File: src/rtl/core/pxhist_pkg.sv
`timescale 1ns / 1ps
// ----------------------------------------------------------------------------
// pxhist_pkg
// Shared types for the per-pixel histogram background estimator.
// ----------------------------------------------------------------------------
package pxhist_pkg;

  localparam int PIX_BITS = 6;
  localparam int VAL_BITS = 8;
  localparam int CNT_BITS = 16;
  localparam logic [CNT_BITS-1:0] CNT_MAX = '1;

  typedef struct packed {
    logic [PIX_BITS-1:0] pix;
    logic [VAL_BITS-1:0] val;
    logic                last;
  } item_t;

  typedef enum logic [2:0] {
    B_CLEAR,
    B_IDLE,
    B_READ,
    B_SCAN,
    B_DONE
  } back_state_t;

  function automatic logic [CNT_BITS-1:0] sat_inc(input logic [CNT_BITS-1:0] x);
    sat_inc = (x == CNT_MAX) ? CNT_MAX : x + CNT_BITS'(1);
  endfunction

endpackage

File: src/rtl/core/pxhist_front.sv
`timescale 1ns / 1ps
// ----------------------------------------------------------------------------
// pxhist_front
// Accepts samples, drops those outside the unit, clamps the value and
// queues them for the back end in a two-entry queue.
// ----------------------------------------------------------------------------
module pxhist_front #(
  parameter int UNIT_PIXELS  = 64,
  parameter int VALUE_LEVELS = 256
) (
  input  logic                          clk,
  input  logic                          rst,
  input  logic                          sample_valid,
  output logic                          sample_ready,
  input  logic [pxhist_pkg::PIX_BITS-1:0] pixel_index,
  input  logic [pxhist_pkg::VAL_BITS-1:0] sample_value,
  input  logic                          last_frame,
  input  logic                          clearing,
  output logic                          q_valid,
  output pxhist_pkg::item_t             q_item,
  input  logic                          q_ready
);

  pxhist_pkg::item_t ent [2];
  logic              wr_ptr;
  logic              rd_ptr;
  logic [1:0]        fill;
  logic              pix_ok;
  logic              push;
  logic              pop;
  pxhist_pkg::item_t in_item;

  assign sample_ready = !clearing && (fill != 2'd2);
  assign pix_ok       = 32'(pixel_index) < UNIT_PIXELS;
  assign push         = sample_valid && sample_ready && pix_ok;
  assign pop          = q_valid && q_ready;
  assign q_valid      = fill != 2'd0;
  assign q_item       = ent[rd_ptr];

  always_comb begin
    in_item.pix  = pixel_index;
    in_item.val  = (32'(sample_value) >= VALUE_LEVELS) ?
                   pxhist_pkg::VAL_BITS'(VALUE_LEVELS - 1) : sample_value;
    in_item.last = last_frame;
  end

  always_ff @(posedge clk) begin
    if (rst) begin
      wr_ptr <= 1'b0;
      rd_ptr <= 1'b0;
      fill   <= 2'd0;
    end else begin
      if (push) begin
        wr_ptr <= !wr_ptr;
      end
      if (pop) begin
        rd_ptr <= !rd_ptr;
      end
      if (push && !pop) begin
        fill <= fill + 2'd1;
      end else if (pop && !push) begin
        fill <= fill - 2'd1;
      end
    end
  end

  always_ff @(posedge clk) begin
    if (push) begin
      ent[wr_ptr] <= in_item;
    end
  end

endmodule

File: config.mk
export PLATFORM = sky130hd
export DESIGN_NAME = pxhist_front
export DESIGN_NICKNAME = d
export VERILOG_FILES = /design/src/rtl/core/pxhist_pkg.sv /design/src/rtl/core/pxhist_front.sv
export SDC_FILE = /design/constraint.sdc
export NUM_CORES = 1
export LEC_CHECK = 0
export BUFFER_PORTS_ARGS = -buffer_cell sky130_fd_sc_hd__buf_2
export CORE_ASPECT_RATIO = 0.8
export CORE_MARGIN = 2
export CORE_UTILIZATION = 45
export DETAILED_ROUTE_END_ITERATION = 16
export HOLD_SLACK_MARGIN = 0.1
export PLACE_DENSITY = 0.74
export SYNTH_ARGS = -nofsm -noshare
export SYNTH_HDL_FRONTEND = slang
export SYNTH_SLANG_ARGS = --single-unit
File: constraint.sdc
create_clock -name clk -period 3.74 [get_ports clk]
set_clock_uncertainty 0.05 [all_clocks]
set_input_delay 0.187 -clock clk [delete_from_list [all_inputs] [get_ports clk]]
set_output_delay 0.187 -clock clk [all_outputs]
set_load 0.03 [all_outputs]
==> flow_summary.json, run 1 <==
{
  "vias": 771,
  "finalSetupTns_ns": 0,
  "grt_max_degree": 16,
  "holdCritPathClass": "in -> reg",
  "path_max_fanout": 15,
  "rrSetupSlack_ns": 1.95,
  "ant_nets": 0,
  "finalHoldViolations": 0,
  "cts_root_buffer": "clkbuf_8",
  "grt_pass1_wl_um": 3519,
  "htree_levels": 2,
  "cp_cell_sequence": "mux2_2 -> buf_2",
  "cts_tree": "built",
  "synthCells": 72,
  "drc_errors": 0,
  "wl_per_cell_um": 12.69,
  "antenna_found_initial": 0,
  "peakVddDrop_v": 0.0003529,
  "n_antenna_cell": 0,
  "core_um2": 2786,
  "max_slew_margin": 0.5494,
  "drive_above_1_share": 0.4656,
  "layout_common_cells": "36 x buf_2, 30 x edfxtp_1, 16 x dlygate4sd3_1, 15 x mux2_2",
  "critPathRequiredTime_ns": 3.50,
  "ys_top_cells_by_area": "edfxtp_1 68%, mux2_2 13%, dfxtp_1 7.6%",
  "numPlacedInstances": 145,
  "dpl_cell_area_um2": 1548,
  "final_common_cell": "buf_2",
  "cap_violations": 0,
  "final_cell_area_um2": 1789,
  "holdPathStages": 3,
  "grt_pass1_vias": 812,
  "clkSlewWorstSetupHoldPaths_ns": 0.06,
  "slew_viol_final": 0,
  "end_kind": "primary output",
  "status": "completed",
  "pwr_density_cell_nw_per_um2": 624.0,
  "ys_seq_area_frac": 0.7569,
  "cts_sinks": 35,
  "fin_cells": 169,
  "first_iter_violations": 26,
  "ys_ff_latch": 35,
  "first_pass_iters": 4,
  "cp.arrival_ns": 1.61,
  "yosysUniqueCellTypes": 16,
  "gr-total-overflow": 0,
  "yosys_warnings": 0,
  "syn_area_per_cell_um2": 18.37,
  "synth_top_area_frac": 0.6812,
  "p_leak_nw": 0.6914,
  "post_cts_resized": 0,
  "slowest_stage": "dfxtp_1",
  "die-width_um": 64.61,
  "area_growth_pct": 35.29,
  "top_level_ports": 37,
  "postLayoutCoreUtil": 0.6421,
  "critPathTopFamily": "flip-flops",
  "rr_worst_depth": 3,
  "initial_core_util": 0.4746,
  "critPathMaxStageDelay_ns": 0.74,
  "cts-buffers-inserted": 5,
  "hold_end": "wr_ptr$_SDFFE_PP0P_",
  "fmax_ghz": 0.5423,
  "wirelength_um": 2145,
  "setup_viol": 0,
  "reg2reg_from": "fill[1]$_SDFFE_PP0P_",
  "rows": 17,
  "period_minus_slack_ns": 1.844,
  "fp.dieH_um": 52.49,
  "period_share": 0.4931,
  "via_per_inst": 4.562,
  "clockBufferDepth": 2,
  "hold_start": "clearing",
  "setup.worst_path.class": "reg -> out",
  "dp_hpwl_um": 1412,
  "die_area_um2": 3391,
  "nNetsFinal": 151,
  "tightest_slew_ns": 0.6759,
  "io_buffers": 36,
  "yosysTopAreaCell": "edfxtp_1",
  "clk_latency_ns": 0.27,
  "rsz0062_at_grt": "no",
  "synthesis.nets": 93,
  "grt_usage": 0.1439,
  "place.gp.congestion": 0.6088,
  "syn_area_um2": 1323,
  "critical_path_buf_inv_count": 1,
  "r2r-end": "ent[1][3]$_DFFE_PP_",
  "setup.worst_path.start_class": "flop"
}
## synthesized netlist by cell type
master and count:
buf_2 2, or2_2 1, mux2_2 15, or3_1 1, nor2_1 5, o21ai_0 2
xor2_1 3, a21oi_1 1, ha_1 1, edfxtp_1 30, nor3b_4 1, mux2_1 1
nor2b_2 1, nor2b_1 2, dfxtp_1 5, and2_1 1
## kinds of logic (layout without fill, tap and decap cells)
group	after synthesis	count (layout)	synth area share
buf+inv	2	61	0.007569
simple gates	12	12	0.05867
xor+xnor	3	3	0.01987
mux	16	16	0.1362
fa+ha+maj	1	1	0.009459
compound gates	3	3	0.01135
flops	35	35	0.7569
## stage by stage
stage          total power (W)  hold slack [ns]  setup WS (ns)
2_1_floorplan        0.0007792           0.2061          1.862
3_3_place_gp         0.0008582           0.3281          2.023
3_5_place_dp         0.0008661           0.3296          1.965
4_1_cts               0.001126           0.2442          1.859
5_1_grt               0.001174           0.2517          1.780
6_report              0.001116           0.2486          1.896
## flip-flops by register name (all words and copies together), names as in the netlist, named ones only
name	flops
rd_ptr	1
wr_ptr	1
fill	2
ent	30
## metal layers
| metal | up-vias | GRT usage | wire [um] |
|---|---|---|---|
| li1 | 382 | - | - |
| met1 | 359 | 0.1731 | 928 |
| met2 | 25 | 0.2396 | 1057 |
| met3 | 5 | 0.04731 | 130 |
| met4 | 0 | 0.06383 | 28 |
| met5 | - | 0 | 0 |
## worst max path at each step
| stage | endpoint | slack [ns] | cells after the start |
|---|---|---|---|
| after global placement | ent[1][3]$_DFFE_PP_ | 2.02 | 3 |
| after global routing | q_item[13] | 1.78 | 2 |
| after CTS | q_item[7] | 1.86 | 2 |
| after detailed placement | ent[1][3]$_DFFE_PP_ | 1.96 | 3 |
| final | q_item[14] | 1.90 | 2 |
| after floorplan | ent[0][0]$_DFFE_PP_ | 1.86 | 3 |
## power breakdown
part           internal [W]  switching, W
clock network      0.000130      0.000118
registers          0.000474     0.0000437
logic              0.000147      0.000204
total              0.000751      0.000366
## repair_timing
action	CTS	global route
hold buffers	16	0
hold endpoints to repair	31	0
buffers inserted	0	0
## worst reg2reg max path, stage by stage, from the launching register on
cell,delay (ns)
dfxtp_1,0.33
nor2b_2,0.18
nor3b_4,0.25
and2_1,0.61
## final cells by class
type,count,area [um2]
fill,215,997.2
clock buffer,7,76.32
clock inverter,1,5.005
tap,38,47.55
multi-input combinational,35,311.5
timing repair buffer,53,347.8
sequential,35,1001
Note: power is estimated with default switching activity, not from simulation.
==> inputs of run 2 (changes only) <==
==> constraint.sdc (replaced) <==
create_clock -name clk -period 1.75 [get_ports clk]
set_clock_uncertainty 0.05 [all_clocks]
set_input_delay 0.0875 -clock clk [delete_from_list [all_inputs] [get_ports clk]]
set_output_delay 0.0875 -clock clk [all_outputs]
set_load 0.03 [all_outputs]
==> flow_summary.json, run 2 (same netlist as run 1, synthesis figures left out) <==
{
  "first_pass_iters": 4,
  "met3_usage": 0.05161,
  "wl_per_cell_um": 12.54,
  "finalHoldViolations": 0,
  "holdPathStages": 3,
  "cts-buffers-inserted": 5,
  "nNetsFinal": 153,
  "gr-total-overflow": 0,
  "slowest_stage": "or3_1",
  "peakVddDrop_v": 0.0008295,
  "top_level_ports": 37,
  "fmax_ghz": 0.6042,
  "place.gp.congestion": 0.6227,
  "fp.dieH_um": 52.49,
  "die_area_um2": 3391,
  "finalSetupTns_ns": 0,
  "ant_nets": 0,
  "grt_pass1_wl_um": 3339,
  "first_iter_violations": 13,
  "dp_hpwl_um": 1441,
  "use_met1": 0.1367,
  "vias": 790,
  "clkSlewWorstSetupHoldPaths_ns": 0.06,
  "cts_root_buffer": "clkbuf_8",
  "r2r-end": "fill[1]$_SDFFE_PP0P_",
  "cap_violations": 0,
  "critPathTopFamily": "simple AND/OR/NAND/NOR gates",
  "drive_above_1_share": 0.4962,
  "io_buffers": 36,
  "initial_core_util": 0.4746,
  "rrSetupSlack_ns": 0.1,
  "antenna_found_initial": 0,
  "hold_start": "clearing",
  "swShare": 0.3097,
  "power_switching_w": 0.0007904,
  "clockBufferDepth": 2,
  "rows": 17,
  "status": "completed",
  "p_int_w": 0.001762,
  "final_common_cell": "buf_2",
  "critPathRequiredTime_ns": 1.91,
  "top_usage_layer": "met2",
  "layout_common_cells": "36 x buf_2, 30 x edfxtp_1, 16 x dlygate4sd3_1, 15 x mux2_2",
  "holdCritPathClass": "in -> reg",
  "cp.arrival_ns": 1.82,
  "end_kind": "flop",
  "wirelength_um": 2145,
  "p_leak_nw": 0.7190,
  "largestRegisters": "ent x30, fill x2",
  "setup.worst_path.class": "reg -> reg",
  "gr-usage-met2": 0.2674,
  "core_um2": 2786,
  "largest_register_ffs": 30,
  "rsz0062_at_grt": "no",
  "setup_viol": 0,
  "cp_cell_sequence": "nor2b_2 -> nor3b_4 -> ha_1 -> or3_1 -> a21oi_1",
  "die-width_um": 64.61,
  "max_slew_margin": 0.8044,
  "period_share": 0.9457,
  "grt_usage": 0.1461,
  "period_minus_slack_ns": 1.655,
  "rr_worst_depth": 5,
  "area_growth_pct": 39.64,
  "tightest_slew_ns": 0.2904,
  "setup.worst_path.start_class": "flop",
  "critical_path_buf_inv_count": 0,
  "largest-register": "ent",
  "fin_hold_ws_ns": 0.1471,
  "via_per_inst": 4.620,
  "power_frac_seq": 0.416,
  "total_power_w": 0.002552,
  "reg2reg_from": "fill[1]$_SDFFE_PP0P_",
  "grt_max_degree": 16,
  "cts_tree": "built",
  "grt_pass1_vias": 788,
  "pwr_density_cell_nw_per_um2": 1382,
  "cts_sinks": 35,
  "htree_levels": 2,
  "critPathMaxStageDelay_ns": 0.35,
  "slew_viol_final": 0,
  "clockPowerShare": 0.262,
  "path_max_fanout": 5,
  "drc_errors": 0,
  "hold_end": "wr_ptr$_SDFFE_PP0P_",
  "cts_setup_buffers": 0,
  "clk_latency_ns": 0.28,
  "comb_power_share": 0.322,
  "n_antenna_cell": 0
}
==> run 2: changes by cell type in the layout (fill, tap and decap cells not counted) <==
cell / before / now
buf_12: 0 / 1
dfxtp_1: 5 / 4
clkinv_1: 0 / 1
bufinv_16: 0 / 1
dfxtp_2: 0 / 1
nor2b_1: 2 / 1
clkbuf_1: 2 / 0
buf_4: 1 / 2
nor2b_2: 1 / 2
==> run 2: worst max path at each step <==
stage / startpoint / end / slack [ns] / cells after the start
after CTS: fill[0]$_SDFFE_PP0P_ / fill[1]$_SDFFE_PP0P_ / 0.06 / 5
after detailed placement: fill[0]$_SDFFE_PP0P_ / fill[1]$_SDFFE_PP0P_ / 0.08 / 5
after global routing: fill[1]$_SDFFE_PP0P_ / fill[1]$_SDFFE_PP0P_ / 0.009 / 5
final: fill[1]$_SDFFE_PP0P_ / fill[1]$_SDFFE_PP0P_ / 0.1 / 5
after floorplan: fill[1]$_SDFFE_PP0P_ / ent[0][0]$_DFFE_PP_ / 0.14 / 3
after global placement: fill[1]$_SDFFE_PP0P_ / fill[1]$_SDFFE_PP0P_ / 0.18 / 5
==> run 2: layout make-up <==
type                            count  area (um2)
Fill cell                         214       939.7
Sequential cell                    35        1002
Clock inverter                      3       38.79
Tap cell                           38       47.55
Timing Repair Buffer               55       375.4
Multi-Input combinational cell     35       314.1
Clock buffer                        5       68.82
==> run 2: stage by stage <==
step           utilization  cells  worst slack (ns)  instance area (um2)
4_1_cts             0.6623    171           0.05742                 1846
6_report            0.6628    171           0.09505                 1847
3_3_place_gp        0.5662    147            0.1766                 1578
2_1_floorplan            -     72            0.1353                 1325
3_5_place_dp        0.5662    147           0.08088                 1578
5_1_grt             0.6628    171          0.008646                 1847
==> run 2: tightest hold or removal path, delay by kind of cell <==
family	cells	cell delay (ns)
and+or+nand+nor	1	0.06
buffers and inverters	1	0.11
muxes	1	0.19
==> run 2: timing repair <==
item	CTS	global route
hold buffers	16	0
endpoints found under the setup margin	0	1
resized for setup	0	1
endpoints found under the hold margin	34	0
==> run 2: power groups by stage <==
stage                     combinational (W)  sequential (W)  clock, W
after floorplan                    0.000602         0.00106         0
after global placement             0.000783         0.00107         0
after detailed placement           0.000799         0.00108         0
after CTS                          0.000833         0.00106  0.000690
after global routing               0.000877         0.00107  0.000719
final                              0.000821         0.00106  0.000669
==> run 2: routing by layer <==
layer,routed length [um],share of wire
met1,874,0.41
met4,10,0.0047
met2,1145,0.53
met3,114,0.053
met5,0,0
==> inputs of run 3 (changes only) <==
--- a/config.mk
+++ b/config.mk
@@ -5,13 +5,13 @@
 export SDC_FILE = /design/constraint.sdc
 export NUM_CORES = 1
 export LEC_CHECK = 0
-export BUFFER_PORTS_ARGS = -buffer_cell sky130_fd_sc_hd__buf_2
+export BUFFER_PORTS_ARGS = -buffer_cell sky130_fd_sc_hd__buf_4
 export CORE_ASPECT_RATIO = 0.8
 export CORE_MARGIN = 2
 export CORE_UTILIZATION = 45
 export DETAILED_ROUTE_END_ITERATION = 16
 export HOLD_SLACK_MARGIN = 0.1
-export PLACE_DENSITY = 0.74
+export PLACE_DENSITY = 0.77
 export SYNTH_ARGS = -nofsm -noshare
 export SYNTH_HDL_FRONTEND = slang
 export SYNTH_SLANG_ARGS = --single-unit
==> constraint.sdc (replaced) <==
create_clock -name clk -period 1.41 [get_ports clk]
set_clock_uncertainty 0.05 [all_clocks]
set_input_delay 0.0705 -clock clk [delete_from_list [all_inputs] [get_ports clk]]
set_output_delay 0.0705 -clock clk [all_outputs]
set_load 0.03 [all_outputs]
==> flow_summary.json, run 3 (same netlist as run 1, synthesis figures left out) <==
{
  "grt_pass1_vias": 871,
  "nNetsFinal": 168,
  "power_switching_w": 0.001150,
  "multi_input_comb_area_um2": 365.4,
  "cts_root_buffer": "clkbuf_8",
  "first_pass_iters": 4,
  "via_per_inst": 4.774,
  "layout_common_cells": "30 x edfxtp_1, 27 x buf_4, 23 x buf_6, 16 x dlygate4sd3_1, 8 x mux2_4",
  "antenna_found_initial": 0,
  "dpl_cell_area_um2": 1748,
  "grt_usage": 0.1685,
  "largest-register": "ent",
  "swShare": 0.3202,
  "p_leak_nw": 0.8822,
  "period_minus_slack_ns": 1.555,
  "die_area_um2": 3391,
  "setup.worst_path.class": "reg -> reg",
  "worst_slack_ns": -0.1453,
  "vias": 888,
  "final_common_cell": "edfxtp_1",
  "core_um2": 2786,
  "clockPowerShare": 0.182,
  "top_level_ports": 37,
  "slowest_stage": "or3_4",
  "largestRegisters": "ent x30, fill x2",
  "slew_viol_final": 0,
  "pwr_density_cell_nw_per_um2": 1626,
  "power_frac_seq": 0.376,
  "finalHoldViolations": 0,
  "fmax_ghz": 0.6430,
  "clockBufferDepth": 2,
  "clkSlewWorstSetupHoldPaths_ns": 0.06,
  "wirelength_um": 2802,
  "io_buffers": 36,
  "drive_above_1_share": 0.5743,
  "comb_power_share": 0.442,
  "rows": 17,
  "holdCritPathClass": "in -> reg",
  "p_int_w": 0.002441,
  "holdPathStages": 5,
  "place.gp.congestion": 0.6485,
  "first_iter_violations": 19,
  "peakVddDrop_v": 0.0009550,
  "cp_cell_sequence": "nor2b_4 -> nor3b_4 -> ha_1 -> or3_4 -> a21oi_2",
  "fill_cells": 158,
  "clk_latency_ns": 0.27,
  "grt_max_degree": 12,
  "cts_sinks": 35,
  "cp.arrival_ns": 1.71,
  "total_power_w": 0.003591,
  "initial_core_util": 0.4746,
  "grt_pass1_wl_um": 3912,
  "htree_levels": 2,
  "dp_hpwl_um": 1574,
  "setup.worst_path.start_class": "flop",
  "largest_register_ffs": 30,
  "rsz0062_at_grt": "yes",
  "ant_nets": 0,
  "gr-total-overflow": 0,
  "max_slew_margin": 0.8340,
  "tightest_slew_ns": 0.2481,
  "cts_tree": "built",
  "critPathRequiredTime_ns": 1.56,
  "end_kind": "flop",
  "die-width_um": 64.61,
  "cap_violations": 0,
  "regArea_um2": 1007,
  "rr_worst_depth": 5,
  "wl_per_cell_um": 15.06,
  "cts-buffers-inserted": 5,
  "path_max_fanout": 4,
  "critPathMaxStageDelay_ns": 0.37,
  "fp.dieH_um": 52.49,
  "violations": "negative setup slack",
  "status": "complete, but fails checks",
  "final_cell_area_um2": 2208,
  "period_share": 1.103,
  "drc_errors": 0,
  "setup_viol": 32,
  "area_growth_pct": 66.98,
  "n_antenna_cell": 0
}
## run 3: final cells by class
cell class                 instances  area share
multi-input combinational         35      0.1654
clock buffer                       5     0.03116
timing repair buffer              70      0.3190
tap                               38     0.02153
sequential                        35      0.4561
clock inverter                     3    0.006799
## run 3: worst max-delay path, delay by kind of cell (launching register included)
family	cells	cell delay, ns
AO/OA/AOI/OAI	1	0.12
adder cells (fa/ha/maj)	1	0.28
flip-flops	1	0.34
AND/OR/NAND/NOR	3	0.70
## run 3: final timing paths
check | startpoint | to | slack (ns)
setup / recovery | fill[1]$_SDFFE_PP0P_ | fill[1]$_SDFFE_PP0P_ | -0.15
hold / removal | q_ready | rd_ptr$_SDFFE_PP0P_ | 0.32
setup reg to reg | fill[1]$_SDFFE_PP0P_ | fill[1]$_SDFFE_PP0P_ | -0.15
hold reg to reg | rd_ptr$_SDFFE_PP0P_ | rd_ptr$_SDFFE_PP0P_ | 0.53
## run 3: power by group through the flow
stage | Sequential [W] | Combinational [W] | Clock [W]
after floorplan | 0.00133 | 0.000761 | 0
after CTS | 0.00133 | 0.00135 | 0.000662
after global placement | 0.00135 | 0.00119 | 0
after detailed placement | 0.00135 | 0.00121 | 0
after global routing | 0.00136 | 0.00167 | 0.000712
final | 0.00135 | 0.00159 | 0.000653
## run 3: metal layers
metal | vias to the layer above | wire length, um | track usage
met4 | 0 | 48 | 0.08511
met3 | 7 | 135 | 0.04731
met2 | 29 | 1529 | 0.2917
li1 | 419 | - | -
met5 | - | 0 | 0
met1 | 433 | 1089 | 0.1948
## run 3: stage by stage
| step | instances | worst slack [ns] | TNS (ns) | hold WS, ns | util |
|---|---|---|---|---|---|
| global placement | 156 | -0.04635 | -0.5519 | 0.2057 | 0.6273 |
| floorplan | 72 | -0.09857 | -0.1855 | 0.08547 | - |
| global route | 186 | -0.2022 | -5.052 | 0.3629 | 0.7925 |
| CTS | 186 | -0.1383 | -2.518 | 0.2855 | 0.7544 |
| finish | 186 | -0.1453 | -3.196 | 0.3238 | 0.7925 |
| detailed placement | 156 | -0.1595 | -2.526 | 0.2090 | 0.6273 |
## run 3: what timing repair did
| item | in CTS | in global routing |
|---|---|---|
| pin swaps | 2 | 1 |
| setup buffers | 5 | 0 |
| endpoints found under the setup margin | 44 | 48 |
| gates cloned | 1 | 0 |
| hold buffers | 16 | 0 |
| resized for setup | 12 | 30 |
| endpoints found under the hold margin | 35 | 0 |
